## src/design/dpt_pkg.sv

```systemverilog
`default_nettype none

package dpt_pkg;

	localparam int DEVICES_DEFAULT = 16;
	localparam int MAX_RESULTS     = 16;
	localparam int QUEUE_DEPTH     = 2;

	localparam int ADDR_W   = 48;
	localparam int TIME_W   = 32;
	localparam int ACTION_W = 2;
	localparam int KIND_W   = 3;
	localparam int SLOT_W   = 4;
	localparam int REG_IDX_W = 1;
	localparam int OP_W     = 3;

	localparam logic [TIME_W-1:0] TIMEOUT_MAINS_RESET   = 32'd90000;
	localparam logic [TIME_W-1:0] TIMEOUT_BATTERY_RESET = 32'd600000;

	// configuration register indexes
	localparam logic [REG_IDX_W-1:0] REG_TIMEOUT_MAINS   = 1'd0;
	localparam logic [REG_IDX_W-1:0] REG_TIMEOUT_BATTERY = 1'd1;

	// input actions
	localparam logic [ACTION_W-1:0] ACT_HELLO = 2'd0;
	localparam logic [ACTION_W-1:0] ACT_STATE = 2'd1;
	localparam logic [ACTION_W-1:0] ACT_EVENT = 2'd2;
	localparam logic [ACTION_W-1:0] ACT_TICK  = 2'd3;

	// classified commands handed to the table walker
	localparam logic [OP_W-1:0] OP_HELLO     = 3'd0;
	localparam logic [OP_W-1:0] OP_HELLO_BAD = 3'd1;
	localparam logic [OP_W-1:0] OP_STATE     = 3'd2;
	localparam logic [OP_W-1:0] OP_EVENT     = 3'd3;
	localparam logic [OP_W-1:0] OP_TICK      = 3'd4;

	// result kinds
	localparam logic [KIND_W-1:0] KIND_STATE         = 3'd0;
	localparam logic [KIND_W-1:0] KIND_EVENT         = 3'd1;
	localparam logic [KIND_W-1:0] KIND_HELLO_NEW     = 3'd2;
	localparam logic [KIND_W-1:0] KIND_HELLO_REFRESH = 3'd3;
	localparam logic [KIND_W-1:0] KIND_OFFLINE       = 3'd4;
	localparam logic [KIND_W-1:0] KIND_UNKNOWN       = 3'd5;
	localparam logic [KIND_W-1:0] KIND_FULL          = 3'd6;
	localparam logic [KIND_W-1:0] KIND_INVALID       = 3'd7;

	typedef struct packed {
		logic [OP_W-1:0]   op;
		logic [ADDR_W-1:0] addr;
		logic              battery;
		logic [TIME_W-1:0] now;
	} cmd_t;

	typedef struct packed {
		logic [TIME_W-1:0] mains;
		logic [TIME_W-1:0] battery;
	} timeouts_t;

	typedef struct packed {
		logic [ADDR_W-1:0] addr;
		logic              battery;
		logic              online;
		logic [TIME_W-1:0] contact;
	} entry_t;

	// handshake between the command queue and the walker
	typedef struct packed {
		logic valid;
		cmd_t cmd;
	} queue_head_t;

endpackage

`default_nettype wire

```

## src/design/dpt_front.sv

```systemverilog
`default_nettype none

module dpt_front (
	input  wire logic                          clk,
	input  wire logic                          arst_n,
	input  wire logic                          item_valid,
	output logic                               item_stall,
	input  wire logic [dpt_pkg::ACTION_W-1:0]  action,
	input  wire logic [dpt_pkg::ADDR_W-1:0]    sender_address,
	input  wire logic                          battery_powered,
	input  wire logic                          id_valid,
	input  wire logic [dpt_pkg::TIME_W-1:0]    now_ms,
	output dpt_pkg::queue_head_t               head,
	input  wire logic                          pop
);
	import dpt_pkg::*;

	localparam int PTR_W = (QUEUE_DEPTH > 1) ? $clog2(QUEUE_DEPTH) : 1;
	localparam int CNT_W = $clog2(QUEUE_DEPTH + 1);

	cmd_t             slot_q [QUEUE_DEPTH];
	logic [PTR_W-1:0] wr_ptr_q;
	logic [PTR_W-1:0] rd_ptr_q;
	logic [CNT_W-1:0] cnt_q;
	cmd_t             cmd;
	logic             push;
	logic             do_pop;

	always_comb begin
		cmd.addr    = sender_address;
		cmd.battery = battery_powered;
		cmd.now     = now_ms;
		unique case (action)
			ACT_HELLO: cmd.op = id_valid ? OP_HELLO : OP_HELLO_BAD;
			ACT_STATE: cmd.op = OP_STATE;
			ACT_EVENT: cmd.op = OP_EVENT;
			ACT_TICK:  cmd.op = OP_TICK;
			default:   cmd.op = OP_TICK;
		endcase
	end

	assign item_stall = (cnt_q == CNT_W'(QUEUE_DEPTH));
	assign push       = item_valid && !item_stall;
	assign do_pop     = pop && (cnt_q != '0);

	assign head.valid = (cnt_q != '0);
	assign head.cmd   = slot_q[rd_ptr_q];

	always_ff @(posedge clk) begin
		if (push) begin
			slot_q[wr_ptr_q] <= cmd;
		end
	end

	always_ff @(posedge clk or negedge arst_n) begin
		if (!arst_n) begin
			wr_ptr_q <= '0;
			rd_ptr_q <= '0;
			cnt_q    <= '0;
		end else begin
			if (push) begin
				wr_ptr_q <= (wr_ptr_q == PTR_W'(QUEUE_DEPTH - 1)) ? '0 : wr_ptr_q + PTR_W'(1);
			end
			if (do_pop) begin
				rd_ptr_q <= (rd_ptr_q == PTR_W'(QUEUE_DEPTH - 1)) ? '0 : rd_ptr_q + PTR_W'(1);
			end
			if (push && !do_pop) begin
				cnt_q <= cnt_q + CNT_W'(1);
			end else if (do_pop && !push) begin
				cnt_q <= cnt_q - CNT_W'(1);
			end
		end
	end

endmodule

`default_nettype wire

```

## src/design/dpt_back.sv

```systemverilog
`default_nettype none

module dpt_back #(
	parameter int DEVICES = dpt_pkg::DEVICES_DEFAULT
) (
	input  wire logic                        clk,
	input  wire logic                        arst_n,
	input  wire dpt_pkg::queue_head_t        head,
	output logic                             pop,
	input  wire dpt_pkg::timeouts_t          timeouts,
	output logic                             result_valid,
	input  wire logic                        result_stall,
	output logic [dpt_pkg::KIND_W-1:0]       kind,
	output logic [dpt_pkg::SLOT_W-1:0]       slot,
	output logic                             came_online,
	output logic                             last
);
	import dpt_pkg::*;

	localparam int IDX_W   = (DEVICES > 1) ? $clog2(DEVICES) : 1;
	localparam int COUNT_W = $clog2(DEVICES + 1);
	localparam int N_W     = $clog2(MAX_RESULTS + 1);
	localparam int EXT_W   = (IDX_W > SLOT_W) ? IDX_W : SLOT_W;

	localparam logic [1:0] S_IDLE  = 2'd0;
	localparam logic [1:0] S_CHECK = 2'd1;
	localparam logic [1:0] S_EMIT  = 2'd2;

	entry_t             entry_mem_q [DEVICES];
	entry_t             rdata_q;
	logic [1:0]         state_q;
	logic [IDX_W-1:0]   idx_q;
	logic [COUNT_W-1:0] count_q;
	cmd_t               cmd_q;
	logic [KIND_W-1:0]  res_kind_q;
	logic [IDX_W-1:0]   res_slot_q;
	logic               res_online_q;
	logic               pend_q;
	logic [N_W-1:0]     n_q;

	logic               out_valid_q;
	logic [KIND_W-1:0]  out_kind_q;
	logic [SLOT_W-1:0]  out_slot_q;
	logic               out_online_q;
	logic               out_last_q;

	logic               out_free;
	logic               match;
	logic               is_end;
	logic               full;
	logic               room;
	logic [TIME_W-1:0]  limit;
	logic [TIME_W-1:0]  elapsed;
	logic               expire;
	logic               tick_wait;
	logic [IDX_W-1:0]   idx_next;
	logic [IDX_W-1:0]   append_idx;

	logic               rd_en;
	logic [IDX_W-1:0]   raddr;
	logic               we;
	logic [IDX_W-1:0]   waddr;
	entry_t             wdata;

	logic               out_load;
	logic [KIND_W-1:0]  out_kind_d;
	logic               out_last_d;
	logic [EXT_W-1:0]   slot_ext;

	assign out_free   = !out_valid_q || !result_stall;
	assign match      = (rdata_q.addr == cmd_q.addr);
	assign is_end     = (COUNT_W'(idx_q) == count_q - COUNT_W'(1));
	assign full       = (count_q == COUNT_W'(DEVICES));
	assign room       = (n_q < N_W'(MAX_RESULTS));
	assign limit      = rdata_q.battery ? timeouts.battery : timeouts.mains;
	assign elapsed    = cmd_q.now - rdata_q.contact;
	assign expire     = rdata_q.online && (elapsed > limit);
	// a new expiry pushes the held one out, so it waits for the output register
	assign tick_wait  = expire && room && pend_q && !out_free;
	assign idx_next   = idx_q + IDX_W'(1);
	assign append_idx = count_q[IDX_W-1:0];
	assign pop        = (state_q == S_IDLE) && head.valid;

	always_comb begin
		rd_en = 1'b0;
		raddr = '0;
		we    = 1'b0;
		waddr = idx_q;
		wdata = rdata_q;
		unique case (state_q)
			S_IDLE: begin
				if (head.valid && head.cmd.op != OP_HELLO_BAD) begin
					if (count_q == '0) begin
						if (head.cmd.op == OP_HELLO) begin
							we            = 1'b1;
							waddr         = '0;
							wdata.addr    = head.cmd.addr;
							wdata.battery = head.cmd.battery;
							wdata.online  = 1'b1;
							wdata.contact = head.cmd.now;
						end
					end else begin
						rd_en = 1'b1;
					end
				end
			end
			S_CHECK: begin
				if (cmd_q.op != OP_TICK) begin
					if (match) begin
						we            = 1'b1;
						wdata.contact = cmd_q.now;
						if (cmd_q.op != OP_EVENT) begin
							wdata.online = 1'b1;
						end
					end else if (is_end) begin
						if (cmd_q.op == OP_HELLO && !full) begin
							we            = 1'b1;
							waddr         = append_idx;
							wdata.addr    = cmd_q.addr;
							wdata.battery = cmd_q.battery;
							wdata.online  = 1'b1;
							wdata.contact = cmd_q.now;
						end
					end else begin
						rd_en = 1'b1;
						raddr = idx_next;
					end
				end else if (!tick_wait) begin
					if (expire) begin
						we           = 1'b1;
						wdata.online = 1'b0;
					end
					if (!is_end) begin
						rd_en = 1'b1;
						raddr = idx_next;
					end
				end
			end
			default: begin
			end
		endcase
	end

	always_ff @(posedge clk) begin
		if (we) begin
			entry_mem_q[waddr] <= wdata;
		end
		if (rd_en) begin
			rdata_q <= entry_mem_q[raddr];
		end
	end

	always_comb begin
		out_load   = 1'b0;
		out_kind_d = res_kind_q;
		out_last_d = 1'b1;
		if (state_q == S_EMIT) begin
			out_load = out_free;
		end else if (state_q == S_CHECK && cmd_q.op == OP_TICK) begin
			if (expire && room && pend_q && out_free) begin
				out_load   = 1'b1;
				out_kind_d = KIND_OFFLINE;
				out_last_d = 1'b0;
			end
		end
	end

	assign slot_ext = EXT_W'(res_slot_q);

	always_ff @(posedge clk) begin
		if (out_load) begin
			out_kind_q   <= out_kind_d;
			out_slot_q   <= slot_ext[SLOT_W-1:0];
			out_online_q <= res_online_q;
			out_last_q   <= out_last_d;
		end
	end

	always_ff @(posedge clk or negedge arst_n) begin
		if (!arst_n) begin
			out_valid_q <= 1'b0;
		end else if (out_load) begin
			out_valid_q <= 1'b1;
		end else if (!result_stall) begin
			out_valid_q <= 1'b0;
		end
	end

	// working command and result fields
	always_ff @(posedge clk) begin
		unique case (state_q)
			S_IDLE: begin
				if (head.valid) begin
					cmd_q        <= head.cmd;
					res_slot_q   <= '0;
					res_online_q <= 1'b0;
					if (head.cmd.op == OP_HELLO_BAD) begin
						res_kind_q <= KIND_INVALID;
					end else if (head.cmd.op == OP_HELLO) begin
						res_kind_q <= KIND_HELLO_NEW;
					end else begin
						res_kind_q <= KIND_UNKNOWN;
					end
				end
			end
			S_CHECK: begin
				if (cmd_q.op != OP_TICK) begin
					if (match) begin
						res_slot_q <= idx_q;
						if (cmd_q.op == OP_HELLO) begin
							res_kind_q <= KIND_HELLO_REFRESH;
						end else if (cmd_q.op == OP_STATE) begin
							res_kind_q   <= KIND_STATE;
							res_online_q <= !rdata_q.online;
						end else begin
							res_kind_q <= KIND_EVENT;
						end
					end else if (is_end) begin
						if (cmd_q.op != OP_HELLO) begin
							res_kind_q <= KIND_UNKNOWN;
						end else if (full) begin
							res_kind_q <= KIND_FULL;
						end else begin
							res_kind_q <= KIND_HELLO_NEW;
							res_slot_q <= append_idx;
						end
					end
				end else if (!tick_wait && expire && room) begin
					res_kind_q <= KIND_OFFLINE;
					res_slot_q <= idx_q;
				end
			end
			default: begin
			end
		endcase
	end

	always_ff @(posedge clk or negedge arst_n) begin
		if (!arst_n) begin
			state_q <= S_IDLE;
			idx_q   <= '0;
			count_q <= '0;
			pend_q  <= 1'b0;
			n_q     <= '0;
		end else begin
			unique case (state_q)
				S_IDLE: begin
					if (head.valid) begin
						idx_q  <= '0;
						pend_q <= 1'b0;
						n_q    <= '0;
						if (head.cmd.op == OP_HELLO_BAD) begin
							state_q <= S_EMIT;
						end else if (count_q == '0) begin
							if (head.cmd.op == OP_HELLO) begin
								count_q <= COUNT_W'(1);
								state_q <= S_EMIT;
							end else if (head.cmd.op != OP_TICK) begin
								state_q <= S_EMIT;
							end
						end else begin
							state_q <= S_CHECK;
						end
					end
				end
				S_CHECK: begin
					if (cmd_q.op != OP_TICK) begin
						if (match) begin
							state_q <= S_EMIT;
						end else if (is_end) begin
							if (cmd_q.op == OP_HELLO && !full) begin
								count_q <= count_q + COUNT_W'(1);
							end
							state_q <= S_EMIT;
						end else begin
							idx_q <= idx_next;
						end
					end else if (!tick_wait) begin
						if (expire && room) begin
							pend_q <= 1'b1;
							n_q    <= n_q + N_W'(1);
						end
						if (is_end) begin
							state_q <= (pend_q || (expire && room)) ? S_EMIT : S_IDLE;
						end else begin
							idx_q <= idx_next;
						end
					end
				end
				S_EMIT: begin
					if (out_free) begin
						state_q <= S_IDLE;
					end
				end
				default: begin
					state_q <= S_IDLE;
				end
			endcase
		end
	end

	assign result_valid = out_valid_q;
	assign kind         = out_kind_q;
	assign slot         = out_slot_q;
	assign came_online  = out_online_q;
	assign last         = out_last_q;

endmodule

`default_nettype wire

```

## src/design/device_presence_table.sv

```systemverilog
`default_nettype none

// Presence table for up to DEVICES senders. Hellos with a valid id find or
// append an entry and mark it online; state and event reports from known
// senders refresh the contact time; a sweep tick takes every online entry
// whose wrapped elapsed time exceeds its power-class timeout offline and
// reports each one in table order (at most 16 reports per tick, the final
// one flagged by last). Items enter a two-deep command queue; the walker
// behind it scans the entry memory (one read and one write port) one entry
// per cycle, but a tick may pause on an expiry while the result side stalls.
// Timeouts are written through wr_en/wr_index/wr_data; the user must do so
// only while the block idles, and the block itself does not enforce this.
module device_presence_table #(
	parameter int DEVICES = dpt_pkg::DEVICES_DEFAULT
) (
	input  wire logic                           clk,
	input  wire logic                           arst_n,
	input  wire logic                           wr_en,
	input  wire logic [dpt_pkg::REG_IDX_W-1:0]  wr_index,
	input  wire logic [dpt_pkg::TIME_W-1:0]     wr_data,
	input  wire logic                           item_valid,
	output logic                                item_stall,
	input  wire logic [dpt_pkg::ACTION_W-1:0]   action,
	input  wire logic [dpt_pkg::ADDR_W-1:0]     sender_address,
	input  wire logic                           battery_powered,
	input  wire logic                           id_valid,
	input  wire logic [dpt_pkg::TIME_W-1:0]     now_ms,
	output logic                                result_valid,
	input  wire logic                           result_stall,
	output logic [dpt_pkg::KIND_W-1:0]          kind,
	output logic [dpt_pkg::SLOT_W-1:0]          slot,
	output logic                                came_online,
	output logic                                last
);
	import dpt_pkg::*;

	timeouts_t   timeouts_q;
	queue_head_t head;
	logic        pop;

	always_ff @(posedge clk or negedge arst_n) begin
		if (!arst_n) begin
			timeouts_q.mains   <= TIMEOUT_MAINS_RESET;
			timeouts_q.battery <= TIMEOUT_BATTERY_RESET;
		end else if (wr_en) begin
			case (wr_index)
				REG_TIMEOUT_MAINS:   timeouts_q.mains   <= wr_data;
				REG_TIMEOUT_BATTERY: timeouts_q.battery <= wr_data;
				default: begin
				end
			endcase
		end
	end

	dpt_front u_front (
		.clk             (clk),
		.arst_n          (arst_n),
		.item_valid      (item_valid),
		.item_stall      (item_stall),
		.action          (action),
		.sender_address  (sender_address),
		.battery_powered (battery_powered),
		.id_valid        (id_valid),
		.now_ms          (now_ms),
		.head            (head),
		.pop             (pop)
	);

	dpt_back #(
		.DEVICES (DEVICES)
	) u_back (
		.clk          (clk),
		.arst_n       (arst_n),
		.head         (head),
		.pop          (pop),
		.timeouts     (timeouts_q),
		.result_valid (result_valid),
		.result_stall (result_stall),
		.kind         (kind),
		.slot         (slot),
		.came_online  (came_online),
		.last         (last)
	);

endmodule

`default_nettype wire

```

## config.mk

```make
export PLATFORM = sky130hd
export DESIGN_NAME = device_presence_table
export DESIGN_NICKNAME = d
export VERILOG_FILES = /design/src/design/dpt_pkg.sv /design/src/design/dpt_front.sv /design/src/design/dpt_back.sv /design/src/design/device_presence_table.sv
export SDC_FILE = /design/constraint.sdc
export NUM_CORES = 2
export LEC_CHECK = 0
export ABC_CLOCK_PERIOD_IN_PS = 27300
export BUFFER_PORTS_ARGS = -buffer_cell sky130_fd_sc_hd__buf_2
export CORE_MARGIN = 4
export CORE_UTILIZATION = 59
export DETAILED_ROUTE_END_ITERATION = 7
export PLACE_DENSITY = 0.75
export SETUP_SLACK_MARGIN = 0.15
export SLEW_MARGIN = 10
export SYNTH_ARGS = -nofsm -noshare
export SYNTH_HDL_FRONTEND = slang
export SYNTH_SLANG_ARGS = --single-unit
```

## constraint.sdc

```tcl
create_clock -name clk -period 27.3 [get_ports clk]
set_input_delay 5.46 -clock clk [delete_from_list [all_inputs] [get_ports clk]]
set_output_delay 5.46 -clock clk [all_outputs]
set_load 0.01 [all_outputs]
```

==> flow_summary.toml <==
[floorplan]
rows = 125
start_util_pct = 59.4
die-area_mm2 = 0.122
io_pins = 133
chipHeight_um = 350
core_mm2 = 0.116
die_x_um = 350

[clock_tree]
post_cts_resized = 0
cts_buffers = 170
clk_path_buf_depth = 3
hold_buffers = 0
worst_skew_pair.late_latency_ns = 0.79
cts_tree = "done"
cts_sinks = 1749
htree_levels = 4
cts_setup_buffers = 0
root_buffer = "clkbuf_16"
clk_pin_slew_worst_paths_ns = 0.06

[sta]
clock_skew_ns = 0.0447
fin_hold_ws_ns = 0.423
fmax_mhz = 118
period_needed_ns = 8.46
final_hold_viol_count = 0
setup_tns_ns = 0
worstMarginPinSlew_ns = 1.32
rsz0062_at_grt = "no"
setup_viol = 0
fin_crit_sh_pct = 31.0
slew_headroom_pct = 11.8
slew_viol_final = 0

[detailed_routing]
via_per_inst = 6.76
drt_wl_total_mm = 174
routedLengthMet1_mm = 66.3
wl_met2_mm = 81.9
wl_met3_mm = 19.9
drc_errors = 0
ant_nets = 0
drt_first_pass_iters = 6
wire_per_inst_um = 30.8
vias = 38300
drt_iter0_drc = 5705
highest_layer = "met4"

[cells_and_area]
layout-drive-gt1-share_pct = 21.6
regArea_mm2 = 0.0521
final_common_cell = "edfxtp_1"
syn2layout_area_growth_pct = 11.4
final_cell_mix = "edfxtp_1 (1663), o22ai_1 (304), nand2_1 (222)"
fin_nets = 4199
multi_input_area_mm2 = 0.0160
nFillCells = 7533

[grt]
track_usage_pct = 28.5
first_global_vias = 38200
grt_max_degree = 112
grt_first_pass_wirelength_mm = 254
overflow = 0
antenna_found_initial = 2

[worst_setup_path]
cpMostUsedCell = "and3_1"
path_max_fanout = 49
required_ns = 27.82
crit_path_max_incr_delay_ns = 0.73
path_cells = "buf_2, nand4_1, nor2_1, and3_1, nor2_2, nand3_4, buf_4, o32a_1, and3_1"
cp_top_family = "simple AND/OR/NAND/NOR gates"
start_kind = "primary input"
slowest_stage = "nand3_4"
path_buf_inv = 2
cp-end-kind = "register"
arrival_ns = 8.98
crit_type = "primary input to register"

[logic_synthesis]
synth_mux_area_share_pct = 8.35
post_synth.cell_area_avg_um2 = 18.0
synth_edf_count = 1663
synthesis.area_mm2 = 0.0689
synth_top_family_by_area = "multiplexers"
async_reset_ff_share_pct = 4.92
synth_compound_area_share_pct = 7.01
yosys.cell_types.count = 79
netlist_instances = 3823
yosys.area_share.simple_pct = 4.88
synth-seq-cells = 1749
ys_seq_area_share_pct = 75.7
synth_warnings = 0
yosys.area_share.adder_pct = 1.32
syn_nets = 4017
synth-main-ff-cell = "edfxtp_1"
synth_xor_area_share_pct = 1.25

[run_status]
status = "completed"

[placed_design]
port_buffers = 132
dpl.hpwl_mm = 93.4
gp_congestion = 0.842

[power_and_ir_drop]
leakage_nw = 25.2
max-vdd-ir-drop_mv = 0.0696
power_mw = 8.56
p_per_area_mw_per_mm2 = 112

[job]
drv_cap = 0

[min_path]
hold_class = "register to register"
worst register-to-register path, stage by stage (launching register included):
cell and delay [ns]:
edfxtp_1 0.39, inv_1 0.10, ha_1 0.17, inv_1 0.06
fa_1 0.44, a211oi_1 0.32, o21ai_1 0.19, a221oi_1 0.41
o21ai_1 0.21, o41ai_2 0.43, nor3_1 0.09, or3_1 0.40
a21o_1 0.19, a21oi_1 0.17, xnor2_1 0.10, ha_1 0.30
and4_1 0.21, nand4_1 0.17, or2_1 0.33, nor3_2 0.31
inv_1 0.15, and3_1 0.32, nor2_2 0.68, nand3_4 0.74
buf_4 0.69, o32a_1 0.47, and3_1 0.16
per-layer routing:
layer	GRT usage, %	vias to the layer above
li1	-	15900
met1	40.6	19400
met2	44.9	2563
met3	5.34	428
met4	10.1	0
met5	0	-
worst paths after layout:
path | startpoint | to | slack (ns) | cells past startpoint
max | result_stall | u_back.rdata_q[2] | 18.84 | 9
min | u_back.res_online_q | u_back.came_online | 0.42 | 0
max reg2reg | u_back.cmd_q[0] | u_back.rdata_q[2] | 18.90 | 26
min reg2reg | u_back.res_online_q | u_back.came_online | 0.42 | 0
max in group asynchronous | arst_n | timeouts_q[63] | 21.54 | 2
min in group asynchronous | arst_n | u_back.pend_q | 4.59 | 1
cells by family after synthesis:
family / Yosys count
adders and majority gates: 72
xor gates and xnor gates: 98
muxes: 364
and+or+nand+nor: 608
DFF: 1749
AOI/OAI and AO/OA: 677
buffers and inverters: 255
registers in the layout, summed over array words and instances (netlist names), 2 cells and up:
| name | flops |
|---|---|
| u_back.entry_mem_q | 1312 |
| u_front.slot_q | 168 |
| u_back.cmd_q | 84 |
| u_back.rdata_q | 82 |
| timeouts_q | 64 |
| u_back.count_q | 5 |
| u_back.n_q | 5 |
| u_back.idx_q | 4 |
| u_back.res_slot_q | 4 |
| u_back.slot | 4 |
| u_back.kind | 3 |
| u_back.res_kind_q | 3 |
| u_back.state_q | 2 |
| u_front.cnt_q | 2 |
cell type report:
type,count,share of cell area (%)
diodes,1,0.00326
clock buffers,209,5.80
clock inverters,101,1.11
inverters,55,0.272
multi-input cells,1819,20.8
flip-flops and latches,1749,67.9
well taps,1524,2.48
repair buffers,210,1.64
through the flow:
stage	setup WS, ns	area, um^2	util [%]	std cells
global route	18.48	76800	66.1	5667
global placement	18.28	71400	61.6	5356
finish	18.84	76800	66.1	5668
CTS	18.93	76700	66.1	5666
floorplan	17.30	68900	-	3823
detailed placement	18.19	71400	61.6	5356
where the power goes:
group          internal (mW)  switching, mW
Combinational          0.854           1.63
Sequential              3.70          0.156
Clock                   1.23           1.00
Total                   5.78           2.78
cells in the mapped netlist, types with 9 or more instances:
cell type  number  area, um^2
a21o_1         27         203
nand2_1       223         837
dfstp_2        17         447
nand3_1        23         115
buf_1          22        82.6
nor4_1         26         163
a221o_1        63         631
a31o_1         69         604
a21oi_1        60         300
xnor2_1        36         315
buf_4           9        67.6
a31oi_1         9        56.3
nor4_2         72         901
o21ai_0        38         190
nand4_1        17         106
inv_1          54         203
o22a_1         13         114
nor3_1         16        80.1
buf_2           9        45.0
and3_1         50         313
ha_1           71         888
nor2_1        132         495
xor2_1         62         543
nand2b_1        9        56.3
a2bb2oi_1      10        87.6
mux2_2        147        1660
o22ai_1       304        1900
edfxtp_1     1663       49900
mux4_2        154        3470
dfrtp_1        69        1730
mux2i_1        63         631
clkbuf_1      152         571
Power figures use the tool's default switching activity.
